--- src/rtl/iesq_pkg.sv ---
`timescale 1ns / 1ps
// ----------------------------------------------------------------------------
// iesq_pkg
// Types, codes and constants shared by the interrupt entry sequencer.
// ----------------------------------------------------------------------------
package iesq_pkg;

    localparam int unsigned MAX_RES   = 4;
    localparam int unsigned RES_CNT_W = 3;

    // input opcodes
    localparam logic [1:0] OP_HW_INT    = 2'd0;
    localparam logic [1:0] OP_SW_INT    = 2'd1;
    localparam logic [1:0] OP_READ_RESP = 2'd2;

    // register indexes
    localparam logic REG_IDT_BASE = 1'b0;
    localparam logic REG_GDT_BASE = 1'b1;

    localparam logic [3:0]  GATE_TYPE_INT = 4'hE;
    localparam logic [15:0] LIMIT_FLAT    = 16'hFFFF;
    localparam logic [31:0] SW_PC_STEP    = 32'd2;
    localparam logic [31:0] WORD_BYTES    = 32'd4;
    localparam logic [31:0] PUSH_1        = 32'd4;
    localparam logic [31:0] PUSH_2        = 32'd8;
    localparam logic [31:0] PUSH_3        = 32'd12;
    localparam int unsigned IF_BIT        = 9;

    typedef enum logic [1:0] {
        KIND_WRITE = 2'd0,
        KIND_READ  = 2'd1,
        KIND_DONE  = 2'd2,
        KIND_FAULT = 2'd3
    } t_kind;

    typedef enum logic [2:0] {
        PH_IDLE    = 3'd0,
        PH_GATE_LO = 3'd1,
        PH_GATE_HI = 3'd2,
        PH_SEG_LO  = 3'd3,
        PH_SEG_HI  = 3'd4
    } t_phase;

    typedef struct packed {
        logic [1:0]  opcode;
        logic [7:0]  vector;
        logic [31:0] flags_in;
        logic [15:0] code_selector_in;
        logic [31:0] pc_in;
        logic [31:0] stack_ptr_in;
        logic [31:0] read_data;
    } t_item;

    typedef struct packed {
        t_kind       kind;
        logic [31:0] mem_addr;
        logic [31:0] write_data;
        logic [31:0] new_pc;
        logic [31:0] new_stack_ptr;
        logic [31:0] new_flags;
        logic        last;
    } t_result;

    typedef struct packed {
        logic [RES_CNT_W-1:0]      cnt;
        t_result [MAX_RES-1:0]     res;
    } t_res_set;

    localparam t_result RESULT_ZERO = '{
        kind: KIND_WRITE, mem_addr: '0, write_data: '0, new_pc: '0,
        new_stack_ptr: '0, new_flags: '0, last: 1'b0
    };

endpackage

--- src/rtl/iesq_core.sv ---
`timescale 1ns / 1ps
// ----------------------------------------------------------------------------
// iesq_core
// Entry phase machine: turns one item into its set of results and updates
// the saved entry state.
// ----------------------------------------------------------------------------
module iesq_core
    import iesq_pkg::*;
(
    input  logic        i_clk,
    input  logic        i_rst_n,
    input  logic        i_take,
    input  t_item       i_item,
    input  logic [31:0] i_idt_base,
    input  logic [31:0] i_gdt_base,
    output t_res_set    o_set
);

    t_phase      r_phase,       n_phase;
    logic [31:0] r_saved_flags, n_saved_flags;
    logic [31:0] r_saved_sp,    n_saved_sp;
    logic [31:0] r_gate_lo,     n_gate_lo;
    logic [31:0] r_handler_off, n_handler_off;
    logic [31:0] r_seg_lo,      n_seg_lo;
    logic [31:0] r_next_addr,   n_next_addr;

    always_ff @(posedge i_clk) begin
        if (!i_rst_n) begin
            r_phase       <= PH_IDLE;
            r_saved_flags <= '0;
            r_saved_sp    <= '0;
            r_gate_lo     <= '0;
            r_handler_off <= '0;
            r_seg_lo      <= '0;
            r_next_addr   <= '0;
        end else begin
            r_phase       <= n_phase;
            r_saved_flags <= n_saved_flags;
            r_saved_sp    <= n_saved_sp;
            r_gate_lo     <= n_gate_lo;
            r_handler_off <= n_handler_off;
            r_seg_lo      <= n_seg_lo;
            r_next_addr   <= n_next_addr;
        end
    end

    always_comb begin
        logic [31:0] pc;
        logic [31:0] gate_addr;
        logic [31:0] gdt_addr;
        logic [31:0] flags;
        logic [31:0] seg_base;
        logic [12:0] desc_idx;
        logic        seg_ok;

        n_phase       = r_phase;
        n_saved_flags = r_saved_flags;
        n_saved_sp    = r_saved_sp;
        n_gate_lo     = r_gate_lo;
        n_handler_off = r_handler_off;
        n_seg_lo      = r_seg_lo;
        n_next_addr   = r_next_addr;
        o_set.cnt     = '0;
        for (int k = 0; k < MAX_RES; k++) begin
            o_set.res[k] = RESULT_ZERO;
        end

        pc        = i_item.pc_in + ((i_item.opcode == OP_SW_INT) ? SW_PC_STEP : 32'd0);
        gate_addr = i_idt_base + {21'd0, i_item.vector, 3'd0};
        flags     = r_saved_flags;
        if (i_item.read_data[11:8] == GATE_TYPE_INT) begin
            flags[IF_BIT] = 1'b0;
        end
        desc_idx  = r_gate_lo[31:19];
        gdt_addr  = i_gdt_base + {16'd0, desc_idx, 3'd0};
        seg_base  = {i_item.read_data[31:24], i_item.read_data[7:0], r_seg_lo[31:16]};
        seg_ok    = (r_seg_lo[31:16] == 16'd0) && (r_seg_lo[15:0] == LIMIT_FLAT)
                    && i_item.read_data[23];

        if (i_take) begin
            case (i_item.opcode)
                OP_HW_INT, OP_SW_INT: begin
                    n_saved_flags = i_item.flags_in;
                    n_saved_sp    = i_item.stack_ptr_in - PUSH_3;
                    n_next_addr   = gate_addr;
                    n_phase       = PH_GATE_LO;
                    o_set.cnt     = RES_CNT_W'(MAX_RES);
                    o_set.res[0].mem_addr   = i_item.stack_ptr_in - PUSH_1;
                    o_set.res[0].write_data = i_item.flags_in;
                    o_set.res[1].mem_addr   = i_item.stack_ptr_in - PUSH_2;
                    o_set.res[1].write_data = {16'd0, i_item.code_selector_in};
                    o_set.res[2].mem_addr   = i_item.stack_ptr_in - PUSH_3;
                    o_set.res[2].write_data = pc;
                    o_set.res[3].kind       = KIND_READ;
                    o_set.res[3].mem_addr   = gate_addr;
                    o_set.res[3].last       = 1'b1;
                end
                OP_READ_RESP: begin
                    case (r_phase)
                        PH_GATE_LO: begin
                            n_gate_lo = i_item.read_data;
                            n_phase   = PH_GATE_HI;
                            o_set.cnt = RES_CNT_W'(1);
                            o_set.res[0].kind     = KIND_READ;
                            o_set.res[0].mem_addr = r_next_addr + WORD_BYTES;
                            o_set.res[0].last     = 1'b1;
                        end
                        PH_GATE_HI: begin
                            n_saved_flags = flags;
                            n_handler_off = {i_item.read_data[31:16], r_gate_lo[15:0]};
                            o_set.cnt     = RES_CNT_W'(1);
                            o_set.res[0].last = 1'b1;
                            if (desc_idx == 13'd0) begin
                                n_phase = PH_IDLE;
                                o_set.res[0].kind          = KIND_FAULT;
                                o_set.res[0].new_stack_ptr = r_saved_sp;
                                o_set.res[0].new_flags     = flags;
                            end else begin
                                n_phase     = PH_SEG_LO;
                                n_next_addr = gdt_addr;
                                o_set.res[0].kind     = KIND_READ;
                                o_set.res[0].mem_addr = gdt_addr;
                            end
                        end
                        PH_SEG_LO: begin
                            n_seg_lo  = i_item.read_data;
                            n_phase   = PH_SEG_HI;
                            o_set.cnt = RES_CNT_W'(1);
                            o_set.res[0].kind     = KIND_READ;
                            o_set.res[0].mem_addr = r_next_addr + WORD_BYTES;
                            o_set.res[0].last     = 1'b1;
                        end
                        PH_SEG_HI: begin
                            n_phase   = PH_IDLE;
                            o_set.cnt = RES_CNT_W'(1);
                            o_set.res[0].last          = 1'b1;
                            o_set.res[0].new_stack_ptr = r_saved_sp;
                            o_set.res[0].new_flags     = r_saved_flags;
                            if (seg_ok) begin
                                o_set.res[0].kind   = KIND_DONE;
                                o_set.res[0].new_pc = seg_base + r_handler_off;
                            end else begin
                                o_set.res[0].kind   = KIND_FAULT;
                            end
                        end
                        default: begin
                            n_phase = r_phase;
                        end
                    endcase
                end
                default: begin
                    n_phase = r_phase;
                end
            endcase
        end
    end

endmodule

--- src/rtl/iesq_obuf.sv ---
`timescale 1ns / 1ps
// ----------------------------------------------------------------------------
// iesq_obuf
// Result buffer: holds the results of one item and sends them out one beat
// at a time.
// ----------------------------------------------------------------------------
module iesq_obuf
    import iesq_pkg::*;
(
    input  logic         i_clk,
    input  logic         i_rst_n,
    input  logic         i_load,
    input  t_res_set     i_set,
    output logic         o_free,
    output logic         o_m_axis_tvalid,
    input  logic         i_m_axis_tready,
    output t_result      o_res
);

    t_result                r_res [MAX_RES];
    logic [RES_CNT_W-1:0]   r_cnt, n_cnt;
    logic [1:0]             r_idx, n_idx;
    logic                   pop;

    always_comb begin
        pop    = (r_cnt != '0) && i_m_axis_tready;
        o_free = (r_cnt == '0) || ((r_cnt == RES_CNT_W'(1)) && i_m_axis_tready);
        n_cnt  = r_cnt;
        n_idx  = r_idx;
        if (i_load) begin
            n_cnt = i_set.cnt;
            n_idx = '0;
        end else if (pop) begin
            n_cnt = r_cnt - RES_CNT_W'(1);
            n_idx = r_idx + 2'd1;
        end
        o_m_axis_tvalid = (r_cnt != '0);
        o_res           = r_res[r_idx];
    end

    always_ff @(posedge i_clk) begin
        if (!i_rst_n) begin
            r_cnt <= '0;
            r_idx <= '0;
        end else begin
            r_cnt <= n_cnt;
            r_idx <= n_idx;
        end
    end

    always_ff @(posedge i_clk) begin
        if (i_load) begin
            for (int k = 0; k < MAX_RES; k++) begin
                r_res[k] <= i_set.res[k];
            end
        end
    end

endmodule

--- src/rtl/interrupt_entry_sequencer.sv ---
`timescale 1ns / 1ps
// ----------------------------------------------------------------------------
// interrupt_entry_sequencer
// Protected-mode interrupt entry: stack pushes, gate and descriptor reads,
// descriptor check and handler entry.
// ----------------------------------------------------------------------------
//  channel   direction  handshake               payload
//  s_axis    in         tvalid / tready         tdata item fields, tuser opcode
//  m_axis    out        tvalid / tready         tdata result fields, tuser kind,
//                                               tlast
//  cfg       in         valid / ready           index, data
//
//  A trigger gives four result beats, a read response one beat; the single
//  beat per cycle of the result buffer, while m_axis tready is high, sets
//  the pace. The first beat follows in the cycle after the item is taken.
//  Reset is synchronous and active low; it clears the phase, the saved
//  state and both base registers. A stall on m_axis holds the result buffer
//  and, once the input register is full, drops s_axis tready.
// ----------------------------------------------------------------------------
module interrupt_entry_sequencer
    import iesq_pkg::*;
(
    input  logic         i_clk,
    input  logic         i_rst_n,
    input  logic         i_s_axis_tvalid,
    output logic         o_s_axis_tready,
    // vector, flags_in, code_selector_in, pc_in, stack_ptr_in, read_data
    input  logic [151:0] i_s_axis_tdata,
    // opcode
    input  logic [1:0]   i_s_axis_tuser,
    output logic         o_m_axis_tvalid,
    input  logic         i_m_axis_tready,
    // mem_addr, write_data, new_pc, new_stack_ptr, new_flags
    output logic [159:0] o_m_axis_tdata,
    // kind
    output logic [1:0]   o_m_axis_tuser,
    output logic         o_m_axis_tlast,
    input  logic         i_cfg_valid,
    output logic         o_cfg_ready,
    input  logic         i_cfg_index,
    input  logic [31:0]  i_cfg_data
);

    logic [31:0] r_idt_base;
    logic [31:0] r_gdt_base;
    logic        r_in_valid, n_in_valid;
    t_item       r_in;
    logic        take;
    logic        obuf_free;
    t_res_set    res_set;
    t_result     out_res;

    assign o_cfg_ready = 1'b1;

    always_ff @(posedge i_clk) begin
        if (!i_rst_n) begin
            r_idt_base <= '0;
            r_gdt_base <= '0;
        end else if (i_cfg_valid) begin
            case (i_cfg_index)
                REG_IDT_BASE: r_idt_base <= i_cfg_data;
                REG_GDT_BASE: r_gdt_base <= i_cfg_data;
                default:      r_idt_base <= r_idt_base;
            endcase
        end
    end

    always_comb begin
        take            = r_in_valid && obuf_free;
        o_s_axis_tready = !r_in_valid || take;
        n_in_valid      = r_in_valid;
        if (o_s_axis_tready) begin
            n_in_valid = i_s_axis_tvalid;
        end
    end

    always_ff @(posedge i_clk) begin
        if (!i_rst_n) begin
            r_in_valid <= 1'b0;
        end else begin
            r_in_valid <= n_in_valid;
        end
    end

    always_ff @(posedge i_clk) begin
        if (o_s_axis_tready && i_s_axis_tvalid) begin
            r_in.opcode           <= i_s_axis_tuser;
            r_in.vector           <= i_s_axis_tdata[7:0];
            r_in.flags_in         <= i_s_axis_tdata[39:8];
            r_in.code_selector_in <= i_s_axis_tdata[55:40];
            r_in.pc_in            <= i_s_axis_tdata[87:56];
            r_in.stack_ptr_in     <= i_s_axis_tdata[119:88];
            r_in.read_data        <= i_s_axis_tdata[151:120];
        end
    end

    iesq_core u_core (
        .i_clk      (i_clk),
        .i_rst_n    (i_rst_n),
        .i_take     (take),
        .i_item     (r_in),
        .i_idt_base (r_idt_base),
        .i_gdt_base (r_gdt_base),
        .o_set      (res_set)
    );

    iesq_obuf u_obuf (
        .i_clk           (i_clk),
        .i_rst_n         (i_rst_n),
        .i_load          (take),
        .i_set           (res_set),
        .o_free          (obuf_free),
        .o_m_axis_tvalid (o_m_axis_tvalid),
        .i_m_axis_tready (i_m_axis_tready),
        .o_res           (out_res)
    );

    assign o_m_axis_tdata = {out_res.new_flags, out_res.new_stack_ptr, out_res.new_pc,
                             out_res.write_data, out_res.mem_addr};
    assign o_m_axis_tuser = out_res.kind;
    assign o_m_axis_tlast = out_res.last;

`ifndef SYNTHESIS
    a_end_is_last: assert property (@(posedge i_clk) disable iff (!i_rst_n)
        o_m_axis_tvalid && (o_m_axis_tuser == KIND_DONE || o_m_axis_tuser == KIND_FAULT)
        |-> o_m_axis_tlast)
        else $error("done or fault beat without tlast");

    a_reset_quiet: assert property (@(posedge i_clk)
        !i_rst_n |=> !o_m_axis_tvalid)
        else $error("result beat right after reset");

    a_trigger_push: assert property (@(posedge i_clk) disable iff (!i_rst_n)
        take && (r_in.opcode == OP_HW_INT || r_in.opcode == OP_SW_INT)
        |=> o_m_axis_tvalid && (o_m_axis_tuser == KIND_WRITE) && !o_m_axis_tlast)
        else $error("trigger did not start with a stack write");

    a_hold_when_full: assert property (@(posedge i_clk) disable iff (!i_rst_n)
        r_in_valid && !obuf_free |=> r_in_valid && $stable(r_in))
        else $error("input item lost while result buffer busy");
`endif

endmodule
--- config.mk ---
export PLATFORM = sky130hd
export DESIGN_NAME = interrupt_entry_sequencer
export DESIGN_NICKNAME = d
export VERILOG_FILES = /design/src/rtl/iesq_pkg.sv /design/src/rtl/iesq_core.sv /design/src/rtl/iesq_obuf.sv /design/src/rtl/interrupt_entry_sequencer.sv
export SDC_FILE = /design/constraint.sdc
export NUM_CORES = 1
export LEC_CHECK = 0
export ABC_AREA = 1
export BUFFER_PORTS_ARGS = -buffer_cell sky130_fd_sc_hd__clkbuf_2
export CAP_MARGIN = 20
export CORE_ASPECT_RATIO = 1.2
export CORE_MARGIN = 1.5
export CORE_UTILIZATION = 55
export DETAILED_ROUTE_END_ITERATION = 10
export MAX_ROUTING_LAYER = met4
export PLACE_DENSITY = 0.86
export SLEW_MARGIN = 15
export SYNTH_ARGS = -nofsm -noshare
export SYNTH_HDL_FRONTEND = slang
export SYNTH_SLANG_ARGS = --single-unit
export TNS_END_PERCENT = 50
--- constraint.sdc ---
create_clock -name i_clk -period 6.5 [get_ports i_clk]
set_clock_uncertainty 0.05 [all_clocks]
set_input_delay 0.325 -clock i_clk [delete_from_list [all_inputs] [get_ports i_clk]]
set_output_delay 0.325 -clock i_clk [all_outputs]
set_load 0.03 [all_outputs]
==> run metrics <==
WL/cell=20.1 um; Clock Sinks=725; commonest non-fill, non-tap cell in the layout=nand2_1; Final min period=4.50 ns; DRT iter0 DRCs=3861; total of warnings raised by yosys=0; area fraction in compound gates after synthesis=roughly 11%; Initial Util=55.7%; Syn Area/Cell=roughly 8.1 sq um; Synth cell types=49; antenna viol nets, final=0; status=finished clean; DRC violations left=0; Final Hold Fails=0; GP Congestion=0.976; VDD IR-drop max=221 uV; first-pass detailed-route iteration total=7; area post-placement=approximately 0.038 sq mm; pin count of the biggest net entering global routing=166; num ports=approximately 360; Rel. slew slack=18.5%; RSZ-0062 raised after global routing=false; R2R depth=12; number of synthesized flops with an enable pin=between 400 and 500; Data required, critical path=6.12 ns; Worst-Margin Slew=between 1 and 1.5 ns; simple-gate share of the synthesized area=24.3%; placement row count=102; ys async rst share=0%; PortBufs=356; Total GRT Usage=35.1%; top cells by area, synth=edfxtp_1 38%, dfxtp_1 15%, nand2_1 9.1%, nor2_1 7.5%, inv_1 5.6%; MaxCap Viol Count=0; post-CTS sizing=0; Mapped Area=0.0361 sq mm; leading cell types in the layout, fill and taps excluded=877 x nand2_1, 721 x nor2_1, 538 x inv_1, 461 x edfxtp_1, 361 x nand3_1; total global routing overflow=0; PwrDens=328 mW/mm^2; final slew viol count=0; Worst path max stage delay=0.94 ns; initial antenna violation count=8; reg-to-reg critical path startpoint=r_in[153]; Final setup viols=0; placed insts=~5500; Syn Inst Count=4438; CTS root buffer=clkbuf_16; Die Y-Extent=283 um; reg-to-reg slack, setup=~2.7 ns; Clock Latency Late Sink=roughly 0.64 ns; Finished Layout Cells=5790; maximum clock rate=0.222 GHz; sequential-to-total area share from yosys stat=53.1%; clock slew at reported path FFs=0.06 ns; final critical-path share of the clock period=69.3%; H-Tree Level Count=3; Core ar.=approximately 0.065 sq mm; Arr. time, crit path=4.13 ns; post-synth top area share=a little under two fifths; final net count=5150; cell taking the most area after synthesis=edfxtp_1; leak pwr=17.8 nW; Final Cell Area=0.0426 sq mm; Vias=32910; post-layout util=65.8%; syn nets=between 4000 and 5000; flop and latch count out of synthesis=between 700 and 800; slowest CP cell=buf_4; CTS tree=yes; critical path endpoint=o_m_axis_tdata[33]; largest family of logic cells by synthesized area=simple AND/OR/NAND/NOR gates; Inserted Clock Buffers=73; final WL=116 mm; worst-path cell chain=inv_6 -> buf_4 -> nor2_1 -> o31ai_1 -> clkbuf_2; xor and xnor fraction of the mapped netlist area=under 10%; share of cells above drive strength 1=roughly 11%; Fin Setup TNS=0 ns; post-synthesis mux area share=less than 1%; vias in the first global route=31086; HPWL Detailed=79.5 mm; critical path class=reg -> out; worst hold path type=in -> reg; post-synthesis adder-cell area fraction=2.35%; Worst Setup End Kind=primary output; Hold Slack=0.0212 ns; CTS max path bufs=3; Crit Path Max Fanout=about 120; drt via density=~5.7; first-pass GRT wire length=between 150 and 200 mm; ys flop type=edfxtp_1; P&R area growth vs syn=18.1%; crit path launch type=flop; full die area=0.0671 sq mm; Die W=237 um; RR Endpoint=u_core.r_next_addr[12]
[cells in the mapped netlist (16+ instances only)]
master,number
nand2_1,878
nor2_1,721
inv_1,541
edfxtp_1,461
nand3_1,361
a21oi_1,346
o21ai_0,279
dfxtp_1,264
clkbuf_1,135
ha_1,63
xor2_1,47
nor3_1,43
o311ai_0,30
buf_2,26
nand4_1,26
buf_1,19
or2_2,19
o31ai_1,18
nand3b_1,17
o21a_1,16
[critical path: cells and delay by family, from the launching register on]
| kind | cells | cell delay [ns] |
|---|---|---|
| simple gates | 1 | 0.16 |
| buf+inv | 3 | 1.96 |
| flops | 1 | 0.47 |
| compound gates | 1 | 0.76 |
[cell type report]
cell class / count / area [sq um]
diodes: 9 / 22.5
clock buffers: 95 / 2000
clock inverters: 37 / 332
fillers: 5214 / 22100
inverters: 554 / 2090
multi-input cells: 2972 / 14100
flip-flops and latches: 725 / 19100
well taps: 832 / 1040
repair buffers: 566 / 3850
[how the worst min path moves through the flow]
| stage | from | endpoint | slack (ns) | cells after the start |
|---|---|---|---|---|
| after floorplan | u_core.r_seg_lo[3] | u_core.r_seg_lo[3] | 0.37 | 2 |
| after global placement | u_core.r_seg_lo[14] | u_core.r_seg_lo[14] | 0.38 | 2 |
| after detailed placement | u_core.r_seg_lo[14] | u_core.r_seg_lo[14] | 0.39 | 2 |
| after CTS | i_m_axis_tready | u_obuf.r_cnt[1] | 0.001 | 4 |
| after global routing | i_cfg_data[16] | r_gdt_base[16] | 0.04 | 3 |
| final | i_m_axis_tready | u_obuf.r_cnt[1] | 0.02 | 4 |
[state kept, by name, indices dropped and copies added, names as in the netlist, named ones only]
register,count
r_idt_base,32
r_in,154
r_in_valid,1
u_core.r_saved_sp,32
u_core.r_handler_off,32
u_core.r_saved_flags,32
u_core.r_seg_lo,32
u_obuf.r_idx,2
u_core.r_gate_lo,29
u_obuf.r_res,307
r_gdt_base,32
u_core.r_phase,3
u_obuf.r_cnt,3
u_core.r_next_addr,32
[routing by layer]
metal	GRT usage, %	routed length (um)
met5	-	0
met4	15.6	5580
met3	5.95	10500
met2	56.7	55300
met1	43.4	45100
[power by group]
part | total [mW] | internal (mW) | switching, mW
sequential | 6.16 | 5.76 | 0.397
combinational | 3.64 | 0.900 | 2.74
clock | 4.18 | 2.31 | 1.86
total | 14.0 | 8.98 | 5.00
[stage by stage]
stage | power, mW | setup slack (ns)
floorplan | 8.52 | 1.09
global placement | 9.61 | 2.71
detailed placement | 9.68 | 2.58
CTS | 13.9 | 2.43
global route | 14.5 | 1.86
finish | 14.0 | 2.00
[kinds of logic after synthesis]
group	count (synthesis)
AOI/OAI and AO/OA	734
xor gates and xnor gates	59
adders and majority gates	66
buffers and inverters	741
DFF	725
muxes	3
other	1
and+or+nand+nor	2109
[repair_timing]
item	in CTS	in global routing
hold endpoints to repair	201	0
buffers inserted	0	0
hold buffers	184	0
Note: power is estimated with default switching activity, not from simulation.
